===== config.mk =====
export PLATFORM = sky130hd
export DESIGN_NAME = k_jump_min_cost_dp
export DESIGN_NICKNAME = d
export VERILOG_FILES = /design/src/rtl/kjmp_pkg.sv /design/src/rtl/kjmp_window.sv /design/src/rtl/kjmp_unit.sv /design/src/rtl/k_jump_min_cost_dp.sv
export VERILOG_INCLUDE_DIRS = /design/src /design/src/rtl
export SDC_FILE = /design/constraint.sdc
export NUM_CORES = 1
export LEC_CHECK = 0
export ABC_AREA = 1
export BUFFER_PORTS_ARGS = -buffer_cell sky130_fd_sc_hd__buf_2
export CAP_MARGIN = 10
export CORE_MARGIN = 2
export CORE_UTILIZATION = 30
export CTS_CLUSTER_DIAMETER = 40
export DETAILED_ROUTE_END_ITERATION = 6
export PLACE_DENSITY_LB_ADDON = 0.1
export SYNTH_ARGS = -nofsm -noshare
export SYNTH_HDL_FRONTEND = slang
export SYNTH_SLANG_ARGS = --single-unit

===== constraint.sdc =====
create_clock -name clock -period 16.8 [get_ports clock]
set_input_delay 0.84 -clock clock [delete_from_list [all_inputs] [get_ports clock]]
set_output_delay 0.84 -clock clock [all_outputs]
set_load 0.01 [all_outputs]

===== src/rtl/k_jump_min_cost_dp_assert.svh =====
// Assertion macros for the k-jump cost block.
// Each macro takes a label, clock, reset, a precondition and a consequence.
`ifndef K_JUMP_MIN_COST_DP_ASSERT_SVH
`define K_JUMP_MIN_COST_DP_ASSERT_SVH
`ifndef NO_ASSERTIONS
`define KJMP_ASSERT_NOW(lbl, clk, rst, pre, post) \
   lbl: assert property (@(posedge clk) disable iff (rst) (pre) |-> (post)) \
      else $error("kjmp: same-cycle check failed");
`define KJMP_ASSERT_NEXT(lbl, clk, rst, pre, post) \
   lbl: assert property (@(posedge clk) disable iff (rst) (pre) |=> (post)) \
      else $error("kjmp: next-cycle check failed");
`else
`define KJMP_ASSERT_NOW(lbl, clk, rst, pre, post)
`define KJMP_ASSERT_NEXT(lbl, clk, rst, pre, post)
`endif
`endif


===== src/rtl/kjmp_pkg.sv =====
`timescale 1ns / 1ps
package kjmp_pkg;

   localparam int HEIGHT_BITS = 16;
   localparam int COST_BITS   = 32;
   localparam int CFG_BITS    = 5;

   typedef struct packed {
      logic [HEIGHT_BITS-1:0] height;
      logic                   last_item;
   } req_type;

   typedef struct packed {
      logic [COST_BITS-1:0] min_cost;
      logic                 is_last;
   } rsp_type;

   // one window slot
   typedef struct packed {
      logic [HEIGHT_BITS-1:0] height;
      logic [COST_BITS-1:0]   cost;
   } entry_type;

   typedef struct packed {
      logic start;      // new item: load initial best
      logic init_zero;  // no history: best starts (and stays) at zero
      logic acc;        // window entry on the read port is a candidate
   } unit_ctrl_type;

   typedef enum logic [3:0] {
      ST_IDLE   = 4'b0001,
      ST_SCAN   = 4'b0010,
      ST_DRAIN  = 4'b0100,
      ST_FINISH = 4'b1000
   } state_type;

endpackage


===== src/rtl/kjmp_window.sv =====
`timescale 1ns / 1ps
module kjmp_window #(
   parameter int DEPTH = 16,
   parameter int AW    = 4
) (
   input  logic                clock,
   input  logic                wr_en,
   input  logic [AW-1:0]       wr_addr,
   input  kjmp_pkg::entry_type wr_data,
   input  logic                rd_en,
   input  logic [AW-1:0]       rd_addr,
   output kjmp_pkg::entry_type rd_data
);

   kjmp_pkg::entry_type mem_ff [DEPTH];
   kjmp_pkg::entry_type rd_data_ff;

   always_ff @(posedge clock) begin
      if (wr_en) begin
         mem_ff[wr_addr] <= wr_data;
      end
      if (rd_en) begin
         rd_data_ff <= mem_ff[rd_addr];
      end
   end

   assign rd_data = rd_data_ff;

endmodule


===== src/rtl/kjmp_unit.sv =====
`timescale 1ns / 1ps
module kjmp_unit (
   input  logic                                clock,
   input  kjmp_pkg::unit_ctrl_type             ctrl,
   input  logic [kjmp_pkg::HEIGHT_BITS-1:0]    height,
   input  kjmp_pkg::entry_type                 entry,
   output logic [kjmp_pkg::COST_BITS-1:0]      best
);

   logic [kjmp_pkg::COST_BITS-1:0]   best_ff;
   logic [kjmp_pkg::COST_BITS-1:0]   best_in;
   logic [kjmp_pkg::HEIGHT_BITS-1:0] diff;
   logic [kjmp_pkg::COST_BITS:0]     sum;
   logic [kjmp_pkg::COST_BITS-1:0]   cand;

   always_comb begin
      diff = (height >= entry.height) ? (height - entry.height)
                                      : (entry.height - height);
      sum  = {1'b0, entry.cost} + (kjmp_pkg::COST_BITS+1)'(diff);
      // saturate on carry out
      cand = sum[kjmp_pkg::COST_BITS] ? '1 : sum[kjmp_pkg::COST_BITS-1:0];
      best_in = best_ff;
      if (ctrl.start) begin
         best_in = ctrl.init_zero ? '0 : '1;
      end else if (ctrl.acc && (cand < best_ff)) begin
         best_in = cand;
      end
   end

   always_ff @(posedge clock) begin
      best_ff <= best_in;
   end

   assign best = best_ff;

endmodule


===== src/rtl/k_jump_min_cost_dp.sv =====
`timescale 1ns / 1ps
// An accepted item scans span = min(max_jump, history) window entries in SCAN, then passes
// DRAIN and FINISH before its result is registered; with no history it skips to FINISH.
// One window entry is read per cycle from the window RAM read port into one
// abs-diff / saturating-add / min unit; a new item is accepted only after the last one leaves
// FINISH, which waits while the previous result is held waiting on rsp_ready.
// Reset (synchronous, active high) empties the window and sets max_jump to 1.
module k_jump_min_cost_dp #(
   parameter int MAX_JUMP_LIMIT = 16
) (
   input  logic                            clock,
   input  logic                            reset,
   input  logic                            req_valid,
   output logic                            req_ready,
   input  kjmp_pkg::req_type               req_data,
   output logic                            rsp_valid,
   input  logic                            rsp_ready,
   output kjmp_pkg::rsp_type               rsp_data,
   input  logic                            csr_wr_en,
   input  logic [kjmp_pkg::CFG_BITS-1:0]   csr_wr_data
);

   `include "k_jump_min_cost_dp_assert.svh"

   localparam int AW = (MAX_JUMP_LIMIT > 1) ? $clog2(MAX_JUMP_LIMIT) : 1;
   localparam int SW = $clog2(MAX_JUMP_LIMIT + 1);
   localparam int LW = (SW > kjmp_pkg::CFG_BITS) ? SW : kjmp_pkg::CFG_BITS;

   kjmp_pkg::state_type state_ff, state_in;

   logic [kjmp_pkg::CFG_BITS-1:0] max_jump_ff;
   logic [SW-1:0]                 seen_ff, seen_in;
   logic [AW-1:0]                 head_ff, head_in;
   logic [AW-1:0]                 rd_ptr_ff, rd_ptr_in;
   logic [SW-1:0]                 cnt_ff, cnt_in;
   logic [SW-1:0]                 span_ff, span_in;
   logic                          rd_valid_ff;
   kjmp_pkg::req_type             hold_ff;
   logic                          rsp_valid_ff, rsp_valid_in;
   kjmp_pkg::rsp_type             rsp_data_ff;

   logic [LW-1:0]                 k_w;
   logic [SW-1:0]                 span_now;
   logic                          accept;
   logic                          out_free;
   logic                          finish_fire;
   logic [AW-1:0]                 head_prev;

   kjmp_pkg::unit_ctrl_type       uctrl;
   kjmp_pkg::entry_type           wr_entry;
   kjmp_pkg::entry_type           rd_entry;
   logic [kjmp_pkg::COST_BITS-1:0] best;

   function automatic logic [AW-1:0] ptr_prev(input logic [AW-1:0] p);
      ptr_prev = (p == '0) ? AW'(MAX_JUMP_LIMIT - 1) : (p - AW'(1));
   endfunction

   function automatic logic [AW-1:0] ptr_next(input logic [AW-1:0] p);
      ptr_next = (p == AW'(MAX_JUMP_LIMIT - 1)) ? '0 : (p + AW'(1));
   endfunction

   // span = min(clamp(max_jump, 1, limit), seen)
   always_comb begin
      k_w = LW'(max_jump_ff);
      if (k_w == '0) begin
         k_w = LW'(1);
      end
      if (k_w > LW'(MAX_JUMP_LIMIT)) begin
         k_w = LW'(MAX_JUMP_LIMIT);
      end
      if (k_w > LW'(seen_ff)) begin
         k_w = LW'(seen_ff);
      end
      span_now = k_w[SW-1:0];
   end

   assign req_ready   = (state_ff == kjmp_pkg::ST_IDLE);
   assign accept      = req_valid && req_ready;
   assign out_free    = !rsp_valid_ff || rsp_ready;
   assign finish_fire = (state_ff == kjmp_pkg::ST_FINISH) && out_free;
   assign head_prev   = ptr_prev(head_ff);

   always_comb begin
      state_in  = state_ff;
      seen_in   = seen_ff;
      head_in   = head_ff;
      rd_ptr_in = rd_ptr_ff;
      cnt_in    = cnt_ff;
      span_in   = span_ff;
      case (state_ff)
         kjmp_pkg::ST_IDLE: begin
            if (accept) begin
               span_in   = span_now;
               cnt_in    = '0;
               rd_ptr_in = head_prev;
               state_in  = (span_now == '0) ? kjmp_pkg::ST_FINISH : kjmp_pkg::ST_SCAN;
            end
         end
         kjmp_pkg::ST_SCAN: begin
            rd_ptr_in = ptr_prev(rd_ptr_ff);
            cnt_in    = cnt_ff + SW'(1);
            if (cnt_ff == span_ff - SW'(1)) begin
               state_in = kjmp_pkg::ST_DRAIN;
            end
         end
         kjmp_pkg::ST_DRAIN: begin
            state_in = kjmp_pkg::ST_FINISH;
         end
         kjmp_pkg::ST_FINISH: begin
            if (out_free) begin
               state_in = kjmp_pkg::ST_IDLE;
               if (hold_ff.last_item) begin
                  seen_in = '0;
               end else begin
                  head_in = ptr_next(head_ff);
                  if (seen_ff < SW'(MAX_JUMP_LIMIT)) begin
                     seen_in = seen_ff + SW'(1);
                  end
               end
            end
         end
         default: begin
            state_in = kjmp_pkg::ST_IDLE;
         end
      endcase
   end

   always_comb begin
      rsp_valid_in = rsp_valid_ff;
      if (finish_fire) begin
         rsp_valid_in = 1'b1;
      end else if (rsp_ready) begin
         rsp_valid_in = 1'b0;
      end
   end

   always_ff @(posedge clock) begin
      if (reset) begin
         state_ff     <= kjmp_pkg::ST_IDLE;
         max_jump_ff  <= kjmp_pkg::CFG_BITS'(1);
         seen_ff      <= '0;
         head_ff      <= '0;
         rd_valid_ff  <= 1'b0;
         rsp_valid_ff <= 1'b0;
      end else begin
         state_ff     <= state_in;
         seen_ff      <= seen_in;
         head_ff      <= head_in;
         rd_valid_ff  <= (state_ff == kjmp_pkg::ST_SCAN);
         rsp_valid_ff <= rsp_valid_in;
         if (csr_wr_en) begin
            max_jump_ff <= csr_wr_data;
         end
      end
   end

   always_ff @(posedge clock) begin
      rd_ptr_ff <= rd_ptr_in;
      cnt_ff    <= cnt_in;
      span_ff   <= span_in;
      if (accept) begin
         hold_ff <= req_data;
      end
      if (finish_fire) begin
         rsp_data_ff.min_cost <= best;
         rsp_data_ff.is_last  <= hold_ff.last_item;
      end
   end

   assign uctrl.start     = accept;
   assign uctrl.init_zero = (span_now == '0);
   assign uctrl.acc       = rd_valid_ff;

   kjmp_unit u_unit (
      .clock  (clock),
      .ctrl   (uctrl),
      .height (hold_ff.height),
      .entry  (rd_entry),
      .best   (best)
   );

   assign wr_entry.height = hold_ff.height;
   assign wr_entry.cost   = best;

   kjmp_window #(
      .DEPTH (MAX_JUMP_LIMIT),
      .AW    (AW)
   ) u_window (
      .clock   (clock),
      .wr_en   (finish_fire && !hold_ff.last_item),
      .wr_addr (head_ff),
      .wr_data (wr_entry),
      .rd_en   (state_ff == kjmp_pkg::ST_SCAN),
      .rd_addr (rd_ptr_ff),
      .rd_data (rd_entry)
   );

   assign rsp_valid = rsp_valid_ff;
   assign rsp_data  = rsp_data_ff;

   `KJMP_ASSERT_NEXT(a_busy_after_accept, clock, reset, accept, !req_ready)
   `KJMP_ASSERT_NEXT(a_last_clears_window, clock, reset, finish_fire && hold_ff.last_item, seen_ff == '0)
   `KJMP_ASSERT_NOW(a_scan_in_span, clock, reset, state_ff == kjmp_pkg::ST_SCAN, (cnt_ff < span_ff) && (span_ff <= seen_ff))

endmodule

==> results of run 1 <==
==> placed cells by master (no fill, tap or decap), types with 4 or more instances in the layout <==
master and instances:
nand2_2 6, dfxtp_1 20, mux2i_1 4, clkbuf_1 16
o221ai_1 157, a211oi_1 4, inv_8 7, nor4_1 7
inv_6 14, buf_2 61, nor3_1 16, inv_1 176
o21ai_0 440, o22ai_1 38, nor2_4 17, xor2_1 16
clkbuf_16 148, clkinv_4 10, buf_4 38, o211ai_1 39
nor2_1 445, a31oi_1 5, clkinv_1 24, clkinv_8 5
clkinv_2 14, a21o_1 10, xnor2_1 14, nand2_1 290
inv_2 6, or2_2 15, nand3_1 119, edfxtp_1 912
clkinvlp_4 11, nand4_1 14, a21oi_1 78, bufinv_16 15
o21a_1 5, or2_1 4, ha_1 92
==> state kept, by name (all words and copies together), names as in the netlist <==
| name | flops |
|---|---|
| u_window.mem_ff | 768 |
| u_window.rd_data | 48 |
| rsp_data | 33 |
| u_unit.best | 32 |
| hold_ff | 17 |
| cnt_ff | 5 |
| max_jump_ff | 5 |
| seen_ff | 5 |
| span_ff | 5 |
| head_ff | 4 |
| rd_ptr_ff | 4 |
| state_ff | 4 |
| rd_valid_ff | 1 |
| rsp_valid | 1 |
==> metrics by stage <==
stage                     cell area, µm²  setup WS (ns)  std cells  utilization (%)  hold slack [ns]
after floorplan                    39400          11.08       3158                -            0.451
after global placement             41700           9.66       4840             31.8            0.480
after detailed placement           41700           9.53       4840             31.8            0.488
after CTS                          46500           9.45       5103             35.5            0.191
after global routing               46500           8.78       5103             35.5            0.213
final                              46500           9.49       5105             35.5            0.257
==> worst max path at each step <==
stage / end / cells after the start / startpoint / slack, ns
after CTS: u_unit.best[4] / 29 / hold_ff[8] / 9.45
after detailed placement: u_unit.best[0] / 29 / hold_ff[8] / 9.53
after global placement: u_unit.best[0] / 30 / hold_ff[10] / 9.66
after floorplan: u_unit.best[0] / 31 / hold_ff[1] / 11.08
after global routing: u_unit.best[13] / 27 / hold_ff[8] / 8.78
final: u_unit.best[31] / 27 / hold_ff[8] / 9.49
==> power by group through the flow <==
| stage | sequential, mW | combinational [mW] | clock (mW) |
|---|---|---|---|
| floorplan | 3.05 | 0.793 | 0 |
| global placement | 3.17 | 1.15 | 0 |
| detailed placement | 3.18 | 1.14 | 0 |
| finish | 3.12 | 1.14 | 2.98 |
| global route | 3.16 | 1.29 | 3.14 |
| CTS | 3.13 | 1.15 | 3.05 |
==> layout make-up <==
| type | count | area (µm²) |
|---|---|---|
| diodes | 2 | 5.00 |
| clock buffers | 164 | 3760 |
| clock inverters | 99 | 1080 |
| fillers | 12698 | 84400 |
| inverters | 186 | 709 |
| multi-input cells | 1866 | 10400 |
| flip-flops and latches | 932 | 27800 |
| well taps | 1755 | 2200 |
| repair buffers | 101 | 631 |
==> routing by layer <==
metal | vias up | track usage (%) | part of all wire, %
li1 | 11845 | - | -
met1 | 13245 | 24.5 | 46
met2 | 675 | 29.4 | 47
met3 | 185 | 3.01 | 4.8
met4 | 0 | 5.27 | 2.2
met5 | - | 0 | 0
==> kinds of logic after synthesis <==
logic type | share of synthesized area, %
simple gates | 9.88
compound gates | 12.2
xor+xnor | 0.667
mux | 0.102
buf+inv | 3.56
flops | 70.5
fa+ha+maj | 3.07
==> impl_results.md, run 1 <==
* Final Skew at 0.0218 ns
* # Max-Cap Violations at 0
* Synthesis-stage register bit count at 932
* Slew @ Worst Pin at 1.14 ns
* FF-to-FF setup slack at 9.49 ns
* Initial antenna violation count at 5
* Final-stage net count at 3,352
* WHS Path Cells at 1
* Startpoint types: flip-flop
* Drt drc at 0
* Core Area at 0.131 mm²
* Final Slew Violations at 0
* WP data arrival at 7.62 ns
* Worst Setup End Kind: flip-flop
* CP Class: flip-flop to flip-flop
* Largest delay share family, worst path: simple AND/OR/NAND/NOR gates
* EDFF count, synth at 912
* Power Internal at 5.11 mW
* Required time of the critical path at 17.12 ns
* Chip Height at 366 µm
* Pwr Total at 7.24 mW
* First-pass GRT wire length at 178,000 µm
* GR Util All Layers at 18.0%
* Asr flop ratio synth at 0%
* Final HPWL DP at 64,900 µm
* Die W at 366 µm
* Clock power share at 41.2%
* Outcome: finished clean
* Post-Syn Instances at 3,158
* CTS Buf Count at 143
* Leakage at 15.9 nW
* DRT iter0 DRCs at 2,206
* Slew HR at 24.0%
* Largest net degree at the start of global routing at 152
* Worst Path Buf+Inv at 4
* Mapped cell area at 0.0394 mm²
* CTS HTree Levels at 4
* Post-synthesis sequential area ratio at 70.5%
* P_sw at 2.13 mW
* Number of distinct library cells after synthesis at 51
* Clock sink total at 932
* Reg clk slew, reported paths at 0.06 ns
* CTS tree: yes
* Share of cells above drive strength 1 at 11.6%
* Maximum VDD drop at 0.0812 mV
* Starting density of the core at 30.1%
* R2R Path Start: hold_ff[8]
* Worst-path fanout max at 32
* Post_cts resized at 0
* Min-Delay Endpoint: hold_ff[4]
* Final worst-path cycle share at 43.5%
* CP max stage cell: edfxtp_1
* Depth of the worst register-to-register path at 27
* Sw Ratio at 29.4%
* Maximum clock frequency at 137 MHz
* R2r endpoint: u_unit.best[31]
* Clk Latency, worst-skew pair at 0.77 ns
* Synth area leaders: edfxtp_1, o21ai_0, nor2_1
* Global route overflow at 0
* Vias per inst at 5.08
* FP Rows at 133
* Final hold vios at 0
* Area delta synth->final at 18.1%
* TNS Setup at 0 ns
* IO Port Bufs at 61
* Combinational group share of total power at 15.7%
* Yosys Warn Count at 0
* # setup viols final at 0
* Postcts setup bufs at 0
* Worst path max stage delay at 0.68 ns
* Top cell by count, worst path: nand2_1
* Clock root buffer: clkbuf_16
* Cts hold-fix bufs at 0
* Largest area contributor in the netlist: edfxtp_1
* Most frequent cell after synthesis: edfxtp_1
* Power density of the placed cells at 156 mW/mm²
* Reg power frac at 43.1%
* Synth top cells by count: edfxtp_1, nor2_1, o21ai_0, nand2_1, inv_1
* IO Count at 62
* Post-route ant nets at 0
* Total die area at 0.134 mm²
* RSZ-0062 raised after global routing: false
* Syn avg cell area at 12.5 µm²
* CTS max path bufs at 3
* Drt wl/cell at 23.8 µm
* Final WL at 122,000 µm
* Synth Flop Type: edfxtp_1
* Worst Hold Class: primary input to flip-flop
* Synth top area share at 69.5%
* GP Congestion at 0.852
* Via count at 25,950
* Drt first pass iters at 5
* Post-layout min period at 7.31 ns
* Vias in the first global route at 26,590
* Mapped Nets at 3,280
* Min-delay src: req_data[4]
Note: power is estimated with default switching activity, not from simulation.
==> inputs of run 2 (changes only) <==
- clock period: 16.8 -> 6.9 ns (I/O delays scaled with it)
==> impl_results.md, run 2 (synthesized netlist as in run 1, its figures left out) <==
* Outcome: finished clean
* TNS Setup at 0 ns
* Slew HR at 22.9%
* Leakage at 16.3 nW
* CTS tree: yes
* CTS max path bufs at 3
* Final-stage net count at 3,418
* Number of flip-flops in the largest register at 768
* Setup WS pre-CTS at 0.607 ns
* Final worst-path cycle share at 91.8%
* Final HPWL DP at 66,300 µm
* Slew @ Worst Pin at 1.16 ns
* Maximum clock frequency at 158 MHz
* CP Class: flip-flop to flip-flop
* DRT iter0 DRCs at 2,161
* GP Congestion at 0.901
* Die W at 366 µm
* Initial antenna violation count at 2
* Final Skew at 0.0338 ns
* Min-delay src: req_data[0]
* Worst path max stage delay at 0.41 ns
* Maximum VDD drop at 0.281 mV
* IO Port Bufs at 61
* # setup viols final at 0
* FF-to-FF setup slack at 0.57 ns
* Post_cts resized at 0
* Postcts setup bufs at 0
* Via count at 26,370
* R2R Path Start: hold_ff[8]
* Drt drc at 0
* Worst Setup End Kind: flip-flop
* Area delta synth->final at 20.2%
* Final hold vios at 0
* Most common cell after layout, fill and taps aside: edfxtp_1
* Worst-path fanout max at 16
* R2r endpoint: u_unit.best[25]
* Global route overflow at 0
* Final WL at 124,000 µm
* IO Count at 62
* Chip Height at 366 µm
* Worst Hold Class: primary input to flip-flop
* CP max stage cell: edfxtp_1
* Vias in the first global route at 26,496
* GR Util All Layers at 18.3%
* DP Cell Count at 4,866
* Min-Delay Endpoint: hold_ff[0]
* Clock power share at 41.9%
* # Max-Cap Violations at 0
* Total die area at 0.134 mm²
* Largest reg by FF count: u_window.mem_ff
* Filler cells at 12,594
* Reg clk slew, reported paths at 0.05 ns
* Core Area at 0.131 mm²
* Startpoint types: flip-flop
* Final Slew Violations at 0
* Reg power frac at 41.8%
* Non-filler instance count after layout at 5,173
* FP Rows at 133
* Depth of the worst register-to-register path at 33
* Post-layout min period at 6.33 ns
* Post-route ant nets at 0
* Drt first pass iters at 7
* CTS HTree Levels at 4
* Top cell by count, worst path: nand2_1
* P_sw at 5.27 mW
* WHS Path Cells at 2
* Power density of the placed cells at 380 mW/mm²
* Most frequent cells in the layout: edfxtp_1, nor2_1, o21ai_0
* Clock sink total at 932
* RSZ-0062 raised after global routing: false
* Largest net degree at the start of global routing at 205
* First-pass GRT wire length at 181,000 µm
* Power Internal at 12.8 mW
* Combinational group share of total power at 16.3%
* WP data arrival at 6.77 ns
* Clock root buffer: clkbuf_16
* Share of cells above drive strength 1 at 12.7%
* CTS Buf Count at 147
* Required time of the critical path at 7.34 ns
* Cts hold-fix bufs at 36
* Drt wl/cell at 24.0 µm
* Sw Ratio at 29.2%
* Pwr Total at 18.0 mW
* Vias per inst at 5.10
* Starting density of the core at 30.1%
* Clk Latency, worst-skew pair at 0.78 ns
* Setup ws final at 0.567 ns
[run 2: changes by cell type in the layout (fill, tap and decap cells not counted), sizes merged]
cell,delta
clkinvlp,+3
bufinv,+4
clkbuf,+3
dlygate4sd3,+36
diode,+1
clkinv,-6
inv,+1
buf,+26
[run 2: cell type report]
cell class	instances	area, µm²	share of cell area [%]
Inverter	186	709	1.50
Tap cell	1755	2200	4.64
Clock inverter	101	1200	2.54
Sequential cell	932	27800	58.7
Clock buffer	167	3860	8.15
Timing Repair Buffer	163	1250	2.64
Antenna cell	3	7.51	0.0158
Multi-Input combinational cell	1866	10400	21.9
[run 2: how the worst max path moves through the flow]
stage	from	to	slack [ns]
global route	hold_ff[8]	u_unit.best[25]	0.03
finish	hold_ff[8]	u_unit.best[25]	0.57
global placement	hold_ff[8]	u_unit.best[30]	0.60
detailed placement	hold_ff[8]	u_unit.best[2]	0.61
floorplan	hold_ff[1]	u_unit.best[0]	1.18
CTS	hold_ff[8]	u_unit.best[25]	0.57
[run 2: per-stage QoR]
| stage | instance area [µm²] | util [%] | hold slack (ns) |
|---|---|---|---|
| after CTS | 47400 | 36.2 | 0.219 |
| final | 47400 | 36.2 | 0.283 |
| after global routing | 47400 | 36.2 | 0.263 |
| after global placement | 41900 | 32.0 | 0.480 |
| after detailed placement | 41900 | 32.0 | 0.485 |
| after floorplan | 39400 | - | 0.444 |
[run 2: power by group through the flow]
stage,clock network (mW),logic [mW],registers (mW)
after detailed placement,0,2.93,7.66
final,7.55,2.94,7.53
after floorplan,0,1.93,7.41
after global placement,0,2.92,7.63
after CTS,7.70,2.97,7.55
after global routing,7.94,3.33,7.60
[run 2: worst max-delay path: cells and delay by family (launching register included)]
family	cells	cell delay (ns)
adders and majority gates	3	1.12
AOI/OAI and AO/OA	8	1.34
buffers and inverters	6	0.89
and+or+nand+nor	15	2.05
xor gates and xnor gates	1	0.18
DFF	1	0.41
[run 2: per-layer routing]
metal  track usage (%)  part of all wire (%)  vias to the layer above
met5                 0                     0                        -
met4              5.50                   2.2                        0
met3              3.24                   4.8                      200
met2              30.1                    48                      717
met1              24.7                    45                    13470
li1                  -                     -                    11983
